--- src/assert_macros.svh ---
// Assertion helpers shared by the encoder RTL.
// Each check is sampled on the rising edge of aclk and is held off while
// aresetn is low.
`ifndef ASSERT_MACROS_SVH
`define ASSERT_MACROS_SVH

// The property must hold at every sampled edge.
`define ASSERT_CLK(label, prop, msg) \
    label: assert property (@(posedge aclk) disable iff (!aresetn) prop) else $error(msg);

// The expression must never be true at a sampled edge.
`define ASSERT_NEVER(label, expr, msg) \
    label: assert property (@(posedge aclk) disable iff (!aresetn) !(expr)) else $error(msg);

`endif

--- src/b58_pkg.sv ---
`timescale 1ns / 1ps
// ----------------------------------------------------------------------------
// Base-58 block encoder package
// Beat types, block descriptor, constants and the symbol and length tables.
// ----------------------------------------------------------------------------
package b58_pkg;

    localparam int BLOCK_BYTES     = 8;
    localparam int BLOCK_CHARS     = 11;
    localparam int RADIX           = 58;
    localparam int QUEUE_DEPTH_DEF = 2;

    // Division by 58 handles a 22-bit dividend: a 6-bit remainder and a
    // 16-bit limb. The reciprocal is exact over that whole range.
    localparam int          LIMB_W   = 16;
    localparam int          DIVD_W   = 22;
    localparam int          RECIP_SH = 28;
    localparam int          RECIP_W  = 23;
    localparam int          PROD_W   = DIVD_W + RECIP_W;
    localparam logic [22:0] RECIP_58 = 23'd4628198;

    typedef struct packed {
        logic [7:0] data_byte;
        logic       last_byte;
    } in_beat_t;

    typedef struct packed {
        logic [6:0] symbol;
        logic       last_of_block;
        logic       end_of_message;
    } out_beat_t;

    typedef struct packed {
        logic [63:0] value;
        logic [3:0]  chars;
        logic        last;
    } blk_t;

    function automatic logic [3:0] chars_for_bytes(input logic [3:0] n);
        logic [3:0] c;
        case (n)
            4'd1:    c = 4'd2;
            4'd2:    c = 4'd3;
            4'd3:    c = 4'd5;
            4'd4:    c = 4'd6;
            4'd5:    c = 4'd7;
            4'd6:    c = 4'd9;
            4'd7:    c = 4'd10;
            4'd8:    c = 4'd11;
            default: c = 4'd0;
        endcase
        return c;
    endfunction

    // The alphabet is six contiguous ASCII runs once 0, I, O and l are left out.
    function automatic logic [6:0] b58_symbol(input logic [5:0] d);
        logic [6:0] s;
        if (d < 6'd9) begin
            s = 7'd49 + {1'b0, d};
        end else if (d < 6'd17) begin
            s = 7'd65 + {1'b0, d} - 7'd9;
        end else if (d < 6'd22) begin
            s = 7'd74 + {1'b0, d} - 7'd17;
        end else if (d < 6'd33) begin
            s = 7'd80 + {1'b0, d} - 7'd22;
        end else if (d < 6'd44) begin
            s = 7'd97 + {1'b0, d} - 7'd33;
        end else begin
            s = 7'd109 + {1'b0, d} - 7'd44;
        end
        return s;
    endfunction

endpackage

--- src/base58_block_encoder.sv ---
`timescale 1ns / 1ps
// ----------------------------------------------------------------------------
// Base-58 block encoder
// Packs message bytes into 64-bit blocks and emits each block as base-58
// characters, most significant digit first, padded with leading '1'.
// ----------------------------------------------------------------------------
// Usage:
//   s_ channel: one message byte per beat; last_byte closes a partial block.
//   m_ channel: one ASCII character per beat, with last_of_block on the final
//   character of each block and end_of_message on the final one of a message.
//   A full block gives 11 characters; a partial block of n bytes gives 2, 3,
//   5, 6, 7, 9 or 10 characters for n from 1 to 7.
//   Bytes are taken one per cycle while the block queue has room. A closed
//   block occupies the digit engine while the shared divide-by-58 unit works
//   out its characters, one 16-bit limb a cycle, and then while they are
//   sent, one character per cycle while the receiver takes them.
//   When the receiver stalls, the output register holds its character, the
//   engine waits, the queue fills and s_ready falls until room frees up.
//   Synchronous reset clears the packer, empties the queue and drops any
//   character not yet taken.
// ----------------------------------------------------------------------------
module base58_block_encoder
    import b58_pkg::*;
#(
    parameter int QUEUE_DEPTH = QUEUE_DEPTH_DEF
) (
    input  logic      aclk,
    input  logic      aresetn,
    input  logic      s_valid,
    output logic      s_ready,
    input  in_beat_t  s_data,
    output logic      m_valid,
    input  logic      m_ready,
    output out_beat_t m_data
);

    logic push_valid, push_ready;
    blk_t push_data;
    logic pop_valid, pop_ready;
    blk_t pop_data;

    b58_front u_front (
        .aclk       (aclk),
        .aresetn    (aresetn),
        .s_valid    (s_valid),
        .s_ready    (s_ready),
        .s_data     (s_data),
        .push_valid (push_valid),
        .push_ready (push_ready),
        .push_data  (push_data)
    );

    b58_queue #(
        .DEPTH (QUEUE_DEPTH)
    ) u_queue (
        .aclk       (aclk),
        .aresetn    (aresetn),
        .push_valid (push_valid),
        .push_ready (push_ready),
        .push_data  (push_data),
        .pop_valid  (pop_valid),
        .pop_ready  (pop_ready),
        .pop_data   (pop_data)
    );

    b58_back u_back (
        .aclk      (aclk),
        .aresetn   (aresetn),
        .pop_valid (pop_valid),
        .pop_ready (pop_ready),
        .pop_data  (pop_data),
        .m_valid   (m_valid),
        .m_ready   (m_ready),
        .m_data    (m_data)
    );

endmodule

--- src/b58_queue.sv ---
`timescale 1ns / 1ps
// ----------------------------------------------------------------------------
// Base-58 block queue
// Small first-in first-out store of block descriptors between the packer
// and the digit engine.
// ----------------------------------------------------------------------------
`include "assert_macros.svh"

module b58_queue
    import b58_pkg::*;
#(
    parameter int DEPTH = QUEUE_DEPTH_DEF
) (
    input  logic aclk,
    input  logic aresetn,
    input  logic push_valid,
    output logic push_ready,
    input  blk_t push_data,
    output logic pop_valid,
    input  logic pop_ready,
    output blk_t pop_data
);

    localparam int PTR_W = (DEPTH > 1) ? $clog2(DEPTH) : 1;
    localparam int CNT_W = $clog2(DEPTH + 1);

    blk_t             mem [DEPTH];
    logic [PTR_W-1:0] wr_ptr_reg, wr_ptr_next;
    logic [PTR_W-1:0] rd_ptr_reg, rd_ptr_next;
    logic [CNT_W-1:0] cnt_reg, cnt_next;
    logic             push, pop;

    assign push_ready = (cnt_reg != CNT_W'(DEPTH));
    assign pop_valid  = (cnt_reg != '0);
    assign pop_data   = mem[rd_ptr_reg];
    assign push       = push_valid && push_ready;
    assign pop        = pop_valid && pop_ready;

    always_comb begin
        wr_ptr_next = wr_ptr_reg;
        rd_ptr_next = rd_ptr_reg;
        cnt_next    = cnt_reg;
        if (push) begin
            wr_ptr_next = (wr_ptr_reg == PTR_W'(DEPTH - 1)) ? '0 : wr_ptr_reg + 1'b1;
        end
        if (pop) begin
            rd_ptr_next = (rd_ptr_reg == PTR_W'(DEPTH - 1)) ? '0 : rd_ptr_reg + 1'b1;
        end
        if (push && !pop) begin
            cnt_next = cnt_reg + 1'b1;
        end else if (pop && !push) begin
            cnt_next = cnt_reg - 1'b1;
        end
    end

    always_ff @(posedge aclk) begin
        if (!aresetn) begin
            wr_ptr_reg <= '0;
            rd_ptr_reg <= '0;
            cnt_reg    <= '0;
        end else begin
            wr_ptr_reg <= wr_ptr_next;
            rd_ptr_reg <= rd_ptr_next;
            cnt_reg    <= cnt_next;
        end
    end

    always_ff @(posedge aclk) begin
        if (push) begin
            mem[wr_ptr_reg] <= push_data;
        end
    end

    `ASSERT_NEVER(a_q_count_range, cnt_reg > CNT_W'(DEPTH), "queue fill count out of range")
    `ASSERT_CLK(a_q_fill_step, (push && !pop) |=> (cnt_reg == $past(cnt_reg) + 1'b1),
                "queue fill count did not follow a lone push")

endmodule

--- src/b58_front.sv ---
`timescale 1ns / 1ps
// ----------------------------------------------------------------------------
// Base-58 byte packer
// Accepts message bytes, packs them big-endian and hands closed blocks,
// with their character count, to the queue.
// ----------------------------------------------------------------------------
`include "assert_macros.svh"

module b58_front
    import b58_pkg::*;
(
    input  logic     aclk,
    input  logic     aresetn,
    input  logic     s_valid,
    output logic     s_ready,
    input  in_beat_t s_data,
    output logic     push_valid,
    input  logic     push_ready,
    output blk_t     push_data
);

    logic [63:0] value_reg, value_next;
    logic [2:0]  held_reg, held_next;
    logic [63:0] packed_value;
    logic [3:0]  new_count;
    logic        accept, flush;

    assign s_ready      = push_ready;
    assign accept       = s_valid && s_ready;
    assign packed_value = {value_reg[55:0], s_data.data_byte};
    assign new_count    = {1'b0, held_reg} + 4'd1;
    assign flush        = (new_count == 4'(BLOCK_BYTES)) || s_data.last_byte;

    assign push_valid      = s_valid && flush;
    assign push_data.value = packed_value;
    assign push_data.chars = chars_for_bytes(new_count);
    assign push_data.last  = s_data.last_byte;

    always_comb begin
        value_next = value_reg;
        held_next  = held_reg;
        if (accept) begin
            if (flush) begin
                value_next = '0;
                held_next  = '0;
            end else begin
                value_next = packed_value;
                held_next  = new_count[2:0];
            end
        end
    end

    always_ff @(posedge aclk) begin
        if (!aresetn) begin
            value_reg <= '0;
            held_reg  <= '0;
        end else begin
            value_reg <= value_next;
            held_reg  <= held_next;
        end
    end

    `ASSERT_CLK(a_fr_flush_clears, (accept && flush) |=> (held_reg == 3'd0),
                "packer kept bytes after a block was closed")
    `ASSERT_CLK(a_fr_byte_counts, (accept && !flush) |=> (held_reg == $past(held_reg) + 3'd1),
                "packer byte count did not advance")

endmodule

--- src/b58_back.sv ---
`timescale 1ns / 1ps
// ----------------------------------------------------------------------------
// Base-58 digit engine
// Takes one block at a time, divides it by 58 one 16-bit limb a cycle to get
// its digits, then sends the symbols out most significant first.
// ----------------------------------------------------------------------------
`include "assert_macros.svh"

module b58_back
    import b58_pkg::*;
(
    input  logic      aclk,
    input  logic      aresetn,
    input  logic      pop_valid,
    output logic      pop_ready,
    input  blk_t      pop_data,
    output logic      m_valid,
    input  logic      m_ready,
    output out_beat_t m_data
);

    localparam logic [1:0] ST_IDLE = 2'd0;
    localparam logic [1:0] ST_DIV  = 2'd1;
    localparam logic [1:0] ST_EMIT = 2'd2;

    logic [1:0]        state_reg, state_next;
    logic [63:0]       num_reg, num_next;
    logic [5:0]        rem_reg, rem_next;
    logic [1:0]        limb_reg, limb_next;
    logic [3:0]        pos_reg, pos_next;
    logic [3:0]        idx_reg, idx_next;
    logic [3:0]        chars_reg, chars_next;
    logic              last_reg, last_next;
    logic              m_valid_reg, m_valid_next;
    out_beat_t         m_data_reg;
    logic [5:0]        digit_store [BLOCK_CHARS];

    logic [DIVD_W-1:0] dividend;
    logic [PROD_W-1:0] prod;
    logic [15:0]       quot;
    logic [DIVD_W-1:0] quot58;
    logic [5:0]        digit;
    logic              store_digit;
    logic              out_free;
    logic              final_char;
    logic              emit_char;

    assign dividend = {rem_reg, num_reg[63:48]};
    assign prod     = PROD_W'(dividend) * PROD_W'(RECIP_58);
    assign quot     = prod[RECIP_SH +: LIMB_W];
    assign quot58   = {1'b0, quot, 5'd0} + {2'd0, quot, 4'd0} + {3'd0, quot, 3'd0}
                    + {5'd0, quot, 1'd0};
    assign digit    = 6'(dividend - quot58);

    assign pop_ready   = (state_reg == ST_IDLE);
    assign out_free    = !m_valid_reg || m_ready;
    assign final_char  = (idx_reg == chars_reg - 4'd1);
    assign store_digit = (state_reg == ST_DIV) && (limb_reg == 2'd3);
    assign emit_char   = (state_reg == ST_EMIT) && out_free;
    assign m_valid     = m_valid_reg;
    assign m_data      = m_data_reg;

    always_comb begin
        state_next   = state_reg;
        num_next     = num_reg;
        rem_next     = rem_reg;
        limb_next    = limb_reg;
        pos_next     = pos_reg;
        idx_next     = idx_reg;
        chars_next   = chars_reg;
        last_next    = last_reg;
        m_valid_next = m_valid_reg && !m_ready;
        unique case (state_reg)
            ST_IDLE: begin
                if (pop_valid) begin
                    num_next   = pop_data.value;
                    chars_next = pop_data.chars;
                    last_next  = pop_data.last;
                    pos_next   = pop_data.chars - 4'd1;
                    rem_next   = '0;
                    limb_next  = '0;
                    state_next = ST_DIV;
                end
            end
            ST_DIV: begin
                num_next  = {num_reg[47:0], quot};
                limb_next = limb_reg + 2'd1;
                rem_next  = digit;
                if (limb_reg == 2'd3) begin
                    rem_next = '0;
                    if (pos_reg == 4'd0) begin
                        idx_next   = '0;
                        state_next = ST_EMIT;
                    end else begin
                        pos_next = pos_reg - 4'd1;
                    end
                end
            end
            ST_EMIT: begin
                if (out_free) begin
                    m_valid_next = 1'b1;
                    idx_next     = idx_reg + 4'd1;
                    if (final_char) begin
                        state_next = ST_IDLE;
                    end
                end
            end
            default: begin
                state_next = ST_IDLE;
            end
        endcase
    end

    always_ff @(posedge aclk) begin
        if (!aresetn) begin
            state_reg   <= ST_IDLE;
            m_valid_reg <= 1'b0;
        end else begin
            state_reg   <= state_next;
            m_valid_reg <= m_valid_next;
        end
    end

    always_ff @(posedge aclk) begin
        num_reg    <= num_next;
        rem_reg    <= rem_next;
        limb_reg   <= limb_next;
        pos_reg    <= pos_next;
        idx_reg    <= idx_next;
        chars_reg  <= chars_next;
        last_reg   <= last_next;
        if (emit_char) begin
            m_data_reg.symbol         <= b58_symbol(digit_store[idx_reg]);
            m_data_reg.last_of_block  <= final_char;
            m_data_reg.end_of_message <= final_char && last_reg;
        end
        if (store_digit) begin
            digit_store[pos_reg] <= digit;
        end
    end

    `ASSERT_CLK(a_bk_rem_range, (state_reg == ST_DIV) |-> (rem_reg < 6'(RADIX)),
                "partial remainder reached the radix")
    `ASSERT_CLK(a_bk_eom_on_last, (m_valid && m_data.end_of_message) |-> m_data.last_of_block,
                "end of message flagged away from the end of a block")

endmodule
--- config.mk ---
export PLATFORM = sky130hd
export DESIGN_NAME = base58_block_encoder
export DESIGN_NICKNAME = d
export VERILOG_FILES = /design/src/b58_pkg.sv /design/src/base58_block_encoder.sv /design/src/b58_queue.sv /design/src/b58_front.sv /design/src/b58_back.sv
export VERILOG_INCLUDE_DIRS = /design/src /design/src/src
export SDC_FILE = /design/constraint.sdc
export NUM_CORES = 1
export LEC_CHECK = 0
export ABC_AREA = 1
export ABC_CLOCK_PERIOD_IN_PS = 10530
export BUFFER_PORTS_ARGS = -buffer_cell sky130_fd_sc_hd__buf_2
export CORE_ASPECT_RATIO = 2
export CORE_MARGIN = 1
export CORE_UTILIZATION = 55
export DETAILED_ROUTE_END_ITERATION = 8
export GPL_TIMING_DRIVEN = 1
export PLACE_DENSITY = 0.79
export SLEW_MARGIN = 25
export SYNTH_ARGS = -nofsm -noshare
export SYNTH_HDL_FRONTEND = slang
export SYNTH_SLANG_ARGS = --single-unit
export TNS_END_PERCENT = 10
--- constraint.sdc ---
create_clock -name aclk -period 10.53 [get_ports aclk]
set_input_delay 2.106 -clock aclk [delete_from_list [all_inputs] [get_ports aclk]]
set_output_delay 2.106 -clock aclk [all_outputs]
set_load 0.02 [all_outputs]
==> results.toml, run 1 <==
[run_status]
status = "complete, no violations"

[critical_path]
regToRegSetupSlack_ns = 1.57
crit_path_frequent_cell = "inv_1"
worst_path_max_delay_cell = "fa_1"
r2r_cells = 39
critPathArrivalTime_ns = 9.23
critPathMaxStageDelay_ns = 0.64
r2r_end = "u_back.digit_store[3][5]$_DFFE_PP_"
r2r_start = "u_back.num_reg[57]$_DFFE_PP_"
cp-start-kind = "flip-flop"
worstPathMaxFanout = 11
required_ns = 10.79
crit_path_end_kind = "flip-flop"
critPathKind = "flip-flop to flip-flop"

[clocking]
cts_hold_buf = 0
htree_levels = 2
clk_pin_slew_ns = 0.07
cts.sinks = 369
insertion_delay_ns = 0.54
cts_buffers = 34
cts_resized = 0
cts_tree = "built"
cts_root_buf = "clkbuf_16"
cts_setup_buffers = 0
cts_max_path_buffers = 3

[synth]
syn_nets = 2882
synth_common_cells = "inv_1 (499), nand2_1 (323), edfxtp_1 (298)"
synth_mux_area_share_pct = 0.123
syn_inst = 2447
synth_edf_count = 298
netlist_top_cells_area = "edfxtp_1 (37%), fa_1 (17%), ha_1 (11%)"
ys_seq_area_share_pct = 42.3
netlist.top_cell.by_area = "edfxtp_1"
synth.avg_cell_area_um2 = 10.0
yosys.area_share.simple_pct = 11.1
yosysWarnings = 0
synth_fa_ha_area_share_pct = 27.8
async_reset_ff_share_pct = 0
synth.distinct_cells = 47
synth-seq-cells = 369
synthFlopType = "edfxtp_1"
yosysMostFrequentCell = "inv_1"
synth_compound_area_share_pct = 9.05
synth_top_family_by_area = "adder cells"
synth_xor_area_share_pct = 0.679
synth_top_area_share_pct = 36.5
synth_area_um2 = 24500

[placement]
port_buffers = 23
place_congestion = 1.05
place_ws_ns = 1.58
hpwl_um = 50400

[layout]
nets = 2891
area_growth_pct = 7.31
multi_input_area_um2 = 12000
layout-drive-gt1-share_pct = 4.84
largest_reg_flops = 138
fillCellCount = 3639
finish.utilization_pct = 59.7
register_area_um2 = 10400

[global_routing]
grt_pass1_wl_um = 99800
grt_max_degree = 73
first_global_vias = 18173
gr-total-overflow = 0
antenna_found_initial = 2
track_usage_pct = 30.0

[hold_path]
worstHoldEndpoint = "u_queue.mem[1][62]$_DFFE_PP_"
min_from = "u_front.value_reg[49]$_SDFFE_PN0P_"
hp-class = "flip-flop to flip-flop"
hold_depth = 0

[detailed_routing]
ant_nets = 0
drc = 0
viasPerCell = 5.59
wirelength_um = 64600
num_vias = 16977
first_pass_iters = 5
drt_iter0_markers = 1001
wl_per_cell_um = 21.3

[sta]
setup-tns-final_ns = 0
setup_viol = 0
fin_crit_sh_pct = 85.1
worst_slack_ns = 1.57
hold_viol_final = 0
drv_slew = 0
rsz0062_at_grt = "false"
worst_slew_pin_slew_ns = 1.07
fmax_mhz = 112
max_slew_margin_pct = 28.0
period_needed_ns = 8.96
skew_ns = 0.0243

[floorplan]
die_x_um = 151
io_pins = 24
num_rows = 109
coreArea_um2 = 44100
dieArea_um2 = 45500
start_util_pct = 55.6
fp.dieH_um = 301

[run]
drv_cap = 0
[placed cells by master (no fill, tap or decap), drive strengths merged, types with 2 or more instances in the layout]
cell type	count
a2111oi	11
a211oi	13
a21boi	2
a21o	8
a21oi	176
a221oi	2
a31oi	9
buf	37
bufinv	3
clkbuf	43
clkinv	7
dfxtp	71
diode	2
edfxtp	298
fa	203
ha	219
inv	508
mux2i	3
nand2	330
nand3	57
nand3b	3
nand4	4
nor2	229
nor3	42
nor4	2
o211ai	22
o21ai	137
o21bai	9
o221ai	3
o31ai	2
or2	2
xnor2	11
xor2	8
[worst max-delay path, delay by kind of cell, from the launching register on]
kind / cells / cell delay (ns)
compound gates: 3 / 0.58
xor+xnor: 1 / 0.20
fa+ha+maj: 12 / 5.43
buf+inv: 10 / 0.83
flops: 1 / 0.44
simple gates: 13 / 1.19
[kinds of logic after synthesis]
| logic type | after synthesis |
|---|---|
| xor+xnor | 19 |
| flops | 369 |
| buf+inv | 567 |
| fa+ha+maj | 422 |
| simple gates | 672 |
| mux | 3 |
| compound gates | 395 |
[routing by layer]
metal,share of wire [%],up-vias,GRT usage [%]
li1,-,7980,-
met1,32,8299,28.9
met2,56,486,55.9
met3,3.6,210,3.64
met4,9.2,2,23.9
met5,0.020,-,0
[how the worst max path moves through the flow]
stage	from	to	slack (ns)
after CTS	u_back.num_reg[61]$_DFFE_PP_	u_back.digit_store[3][5]$_DFFE_PP_	1.58
after global placement	u_back.rem_reg[1]$_SDFFCE_PN0P_	u_back.digit_store[10][5]$_DFFE_PP_	1.58
after global routing	u_back.rem_reg[0]$_SDFFCE_PN0P_	u_back.digit_store[2][5]$_DFFE_PP_	1.03
after detailed placement	u_back.rem_reg[0]$_SDFFCE_PN0P_	u_back.digit_store[3][5]$_DFFE_PP_	1.58
final	u_back.num_reg[57]$_DFFE_PP_	u_back.digit_store[3][5]$_DFFE_PP_	1.57
after floorplan	u_back.num_reg[57]$_DFFE_PP_	u_back.digit_store[0][5]$_DFFE_PP_	2.63
[metrics by stage]
stage                     cell area [µm²]  hold slack, ns  cells
final                               26300           0.448   3036
after floorplan                     24500           0.420   2447
after detailed placement            25200           0.435   2975
after global placement              25200           0.426   2975
after CTS                           26300           0.448   3034
after global routing                26300           0.462   3034
[layout make-up]
| class | instances | share of cell area (%) |
|---|---|---|
| multi-input cells | 1511 | 45.6 |
| flip-flops and latches | 369 | 39.4 |
| inverters | 503 | 7.18 |
| clock buffers | 43 | 3.52 |
| well taps | 555 | 2.64 |
| repair buffers | 37 | 0.837 |
| clock inverters | 16 | 0.733 |
| diodes | 2 | 0.0190 |
Power of run 1 is left out: the tool's default activity adds up to more than one toggle a clock period on the data nets, which glitch-free logic cannot reach.
==> run 2: changes to the inputs <==
--- a/config.mk
+++ b/config.mk
@@ -18,5 +18,6 @@
 export SLEW_MARGIN = 25
 export SYNTH_ARGS = -nofsm -noshare
 export SYNTH_HDL_FRONTEND = slang
+export SYNTH_HIERARCHICAL = 1
 export SYNTH_SLANG_ARGS = --single-unit
 export TNS_END_PERCENT = 10
==> results.toml, run 2 <==
[critical_path]
cp-start-kind = "flip-flop"
crit_start = "u_back/num_reg[62]$_DFFE_PP_"
critPathKind = "flip-flop to flip-flop"
worstPathMaxFanout = 11
required_ns = 10.80
r2r_start = "u_back/num_reg[62]$_DFFE_PP_"
r2r_cells = 35
r2r_end = "u_back/digit_store[1][5]$_DFFE_PP_"
crit_end = "u_back/digit_store[1][5]$_DFFE_PP_"
crit_path_end_kind = "flip-flop"
critPathArrivalTime_ns = 9.06
worst_path_max_delay_cell = "fa_1"
regToRegSetupSlack_ns = 1.75
critPathMaxStageDelay_ns = 0.62

[detailed_routing]
num_vias = 16911
first_pass_iters = 5
wl_per_cell_um = 21.1
drc = 0
ant_nets = 0
viasPerCell = 5.49
wirelength_um = 64900
drt_iter0_markers = 915

[global_routing]
track_usage_pct = 28.7
grt_pass1_wl_um = 100000
gr-total-overflow = 0
first_global_vias = 18261
antenna_found_initial = 2
grt_max_degree = 83

[synth]
synth.distinct_cells = 52
netlist.top_cell.by_area = "edfxtp_1"
synth_area_um2 = 25400
netlist_top_cells_area = "edfxtp_1 (35%), fa_1 (16%), ha_1 (11%)"
async_reset_ff_share_pct = 0
syn_inst = 2493
ys_seq_area_share_pct = 40.8
yosysMostFrequentCell = "inv_1"
synth-seq-cells = 369
synth.avg_cell_area_um2 = 10.2
synth_common_cells = "inv_1 (542), nand2_1 (421), edfxtp_1 (298)"
syn_nets = 2927
synthFlopType = "edfxtp_1"
synth_top_area_share_pct = 35.2
synth_edf_count = 298
yosysWarnings = 6

[placement]
hpwl_um = 51100
port_buffers = 23
place_congestion = 1.09

[run]
drv_cap = 0

[sta]
worst_slew_pin_slew_ns = 0.943
setup-tns-final_ns = 0
drv_slew = 0
max_slew_margin_pct = 37.2
fin_crit_sh_pct = 83.4
fmax_mhz = 114
skew_ns = 0.0216
rsz0062_at_grt = "false"
hold_viol_final = 0
setup_viol = 0
period_needed_ns = 8.78

[layout]
final_common_cell = "inv_1"
final_cell_mix = "inv_1 (541), nand2_1 (420), edfxtp_1 (298)"
area_growth_pct = 5.95
largest_reg_flops = 138
nets = 2922
fillCellCount = 3738
layout-drive-gt1-share_pct = 9.63

[hold_path]
min_from = "u_front/value_reg[48]$_SDFFE_PN0P_"
hp-class = "flip-flop to flip-flop"

[clocking]
cts_resized = 0
htree_levels = 1
cts_tree = "built"
cts_max_path_buffers = 3
cts_root_buf = "clkbuf_16"
cts.sinks = 369
cts_setup_buffers = 0
clk_pin_slew_ns = 0.08
cts_hold_buf = 0
cts_buffers = 31
insertion_delay_ns = 0.60

[floorplan]
coreArea_um2 = 45700
num_rows = 111
dieArea_um2 = 47100
start_util_pct = 55.6
fp.dieH_um = 306
die_x_um = 154
io_pins = 24

[run_status]
status = "complete, no violations"
-- run 2: cell type report --
class / instances / area, µm² / area share (%)
Antenna cell: 2 / 5.00 / 0.0186
Clock buffer: 41 / 845 / 3.14
Clock inverter: 17 / 145 / 0.539
Inverter: 552 / 2080 / 7.71
Multi-Input combinational cell: 1500 / 12600 / 46.7
Sequential cell: 369 / 10400 / 38.5
Tap cell: 565 / 707 / 2.63
Timing Repair Buffer: 34 / 198 / 0.734
-- run 2: kinds of logic after synthesis --
group | Yosys count | share of synthesized area (%)
compound gates | 295 | 6.58
xor+xnor | 28 | 0.965
fa+ha+maj | 421 | 26.7
buf+inv | 624 | 9.91
flops | 369 | 40.8
mux | 76 | 3.50
simple gates | 680 | 11.5
-- run 2: routing by layer --
metal	track usage, %	share of wire, %	up-vias
met5	0	0	-
met4	23.6	9.5	0
met3	3.21	3.7	210
met2	54.6	55	453
met1	27.2	32	8272
li1	-	-	7976
-- run 2: worst min-delay path by stage --
stage                              endpoint  slack, ns  cells after the start
2_1_floorplan  u_queue/mem[0][61]$_DFFE_PP_       0.42                      0
3_3_place_gp   u_queue/mem[0][67]$_DFFE_PP_       0.43                      0
3_5_place_dp   u_queue/mem[0][61]$_DFFE_PP_       0.44                      0
4_1_cts        u_queue/mem[1][61]$_DFFE_PP_       0.45                      0
5_1_grt        u_queue/mem[0][66]$_DFFE_PP_       0.47                      0
6_report       u_queue/mem[0][61]$_DFFE_PP_       0.46                      0
-- run 2: through the flow --
stage | cells | area [µm²] | setup slack [ns] | utilization [%] | hold slack [ns]
6_report | 3080 | 26900 | 1.75 | 58.9 | 0.457
5_1_grt | 3080 | 26900 | 1.37 | 58.9 | 0.471
4_1_cts | 3078 | 26900 | 1.74 | 58.9 | 0.453
3_5_place_dp | 3020 | 25900 | 1.79 | 56.7 | 0.436
3_3_place_gp | 3020 | 25900 | 1.76 | 56.7 | 0.426
2_1_floorplan | 2493 | 25400 | 2.89 | - | 0.420
-- run 2: critical path, delay by kind of cell, from the launching register on --
family | cells | cell delay [ns]
adders and majority gates | 12 | 5.35
buffers and inverters | 8 | 0.62
AOI/OAI and AO/OA | 2 | 0.52
and+or+nand+nor | 12 | 1.29
DFF | 1 | 0.54
xor gates and xnor gates | 1 | 0.14
Power of run 2 is left out for the same reason.
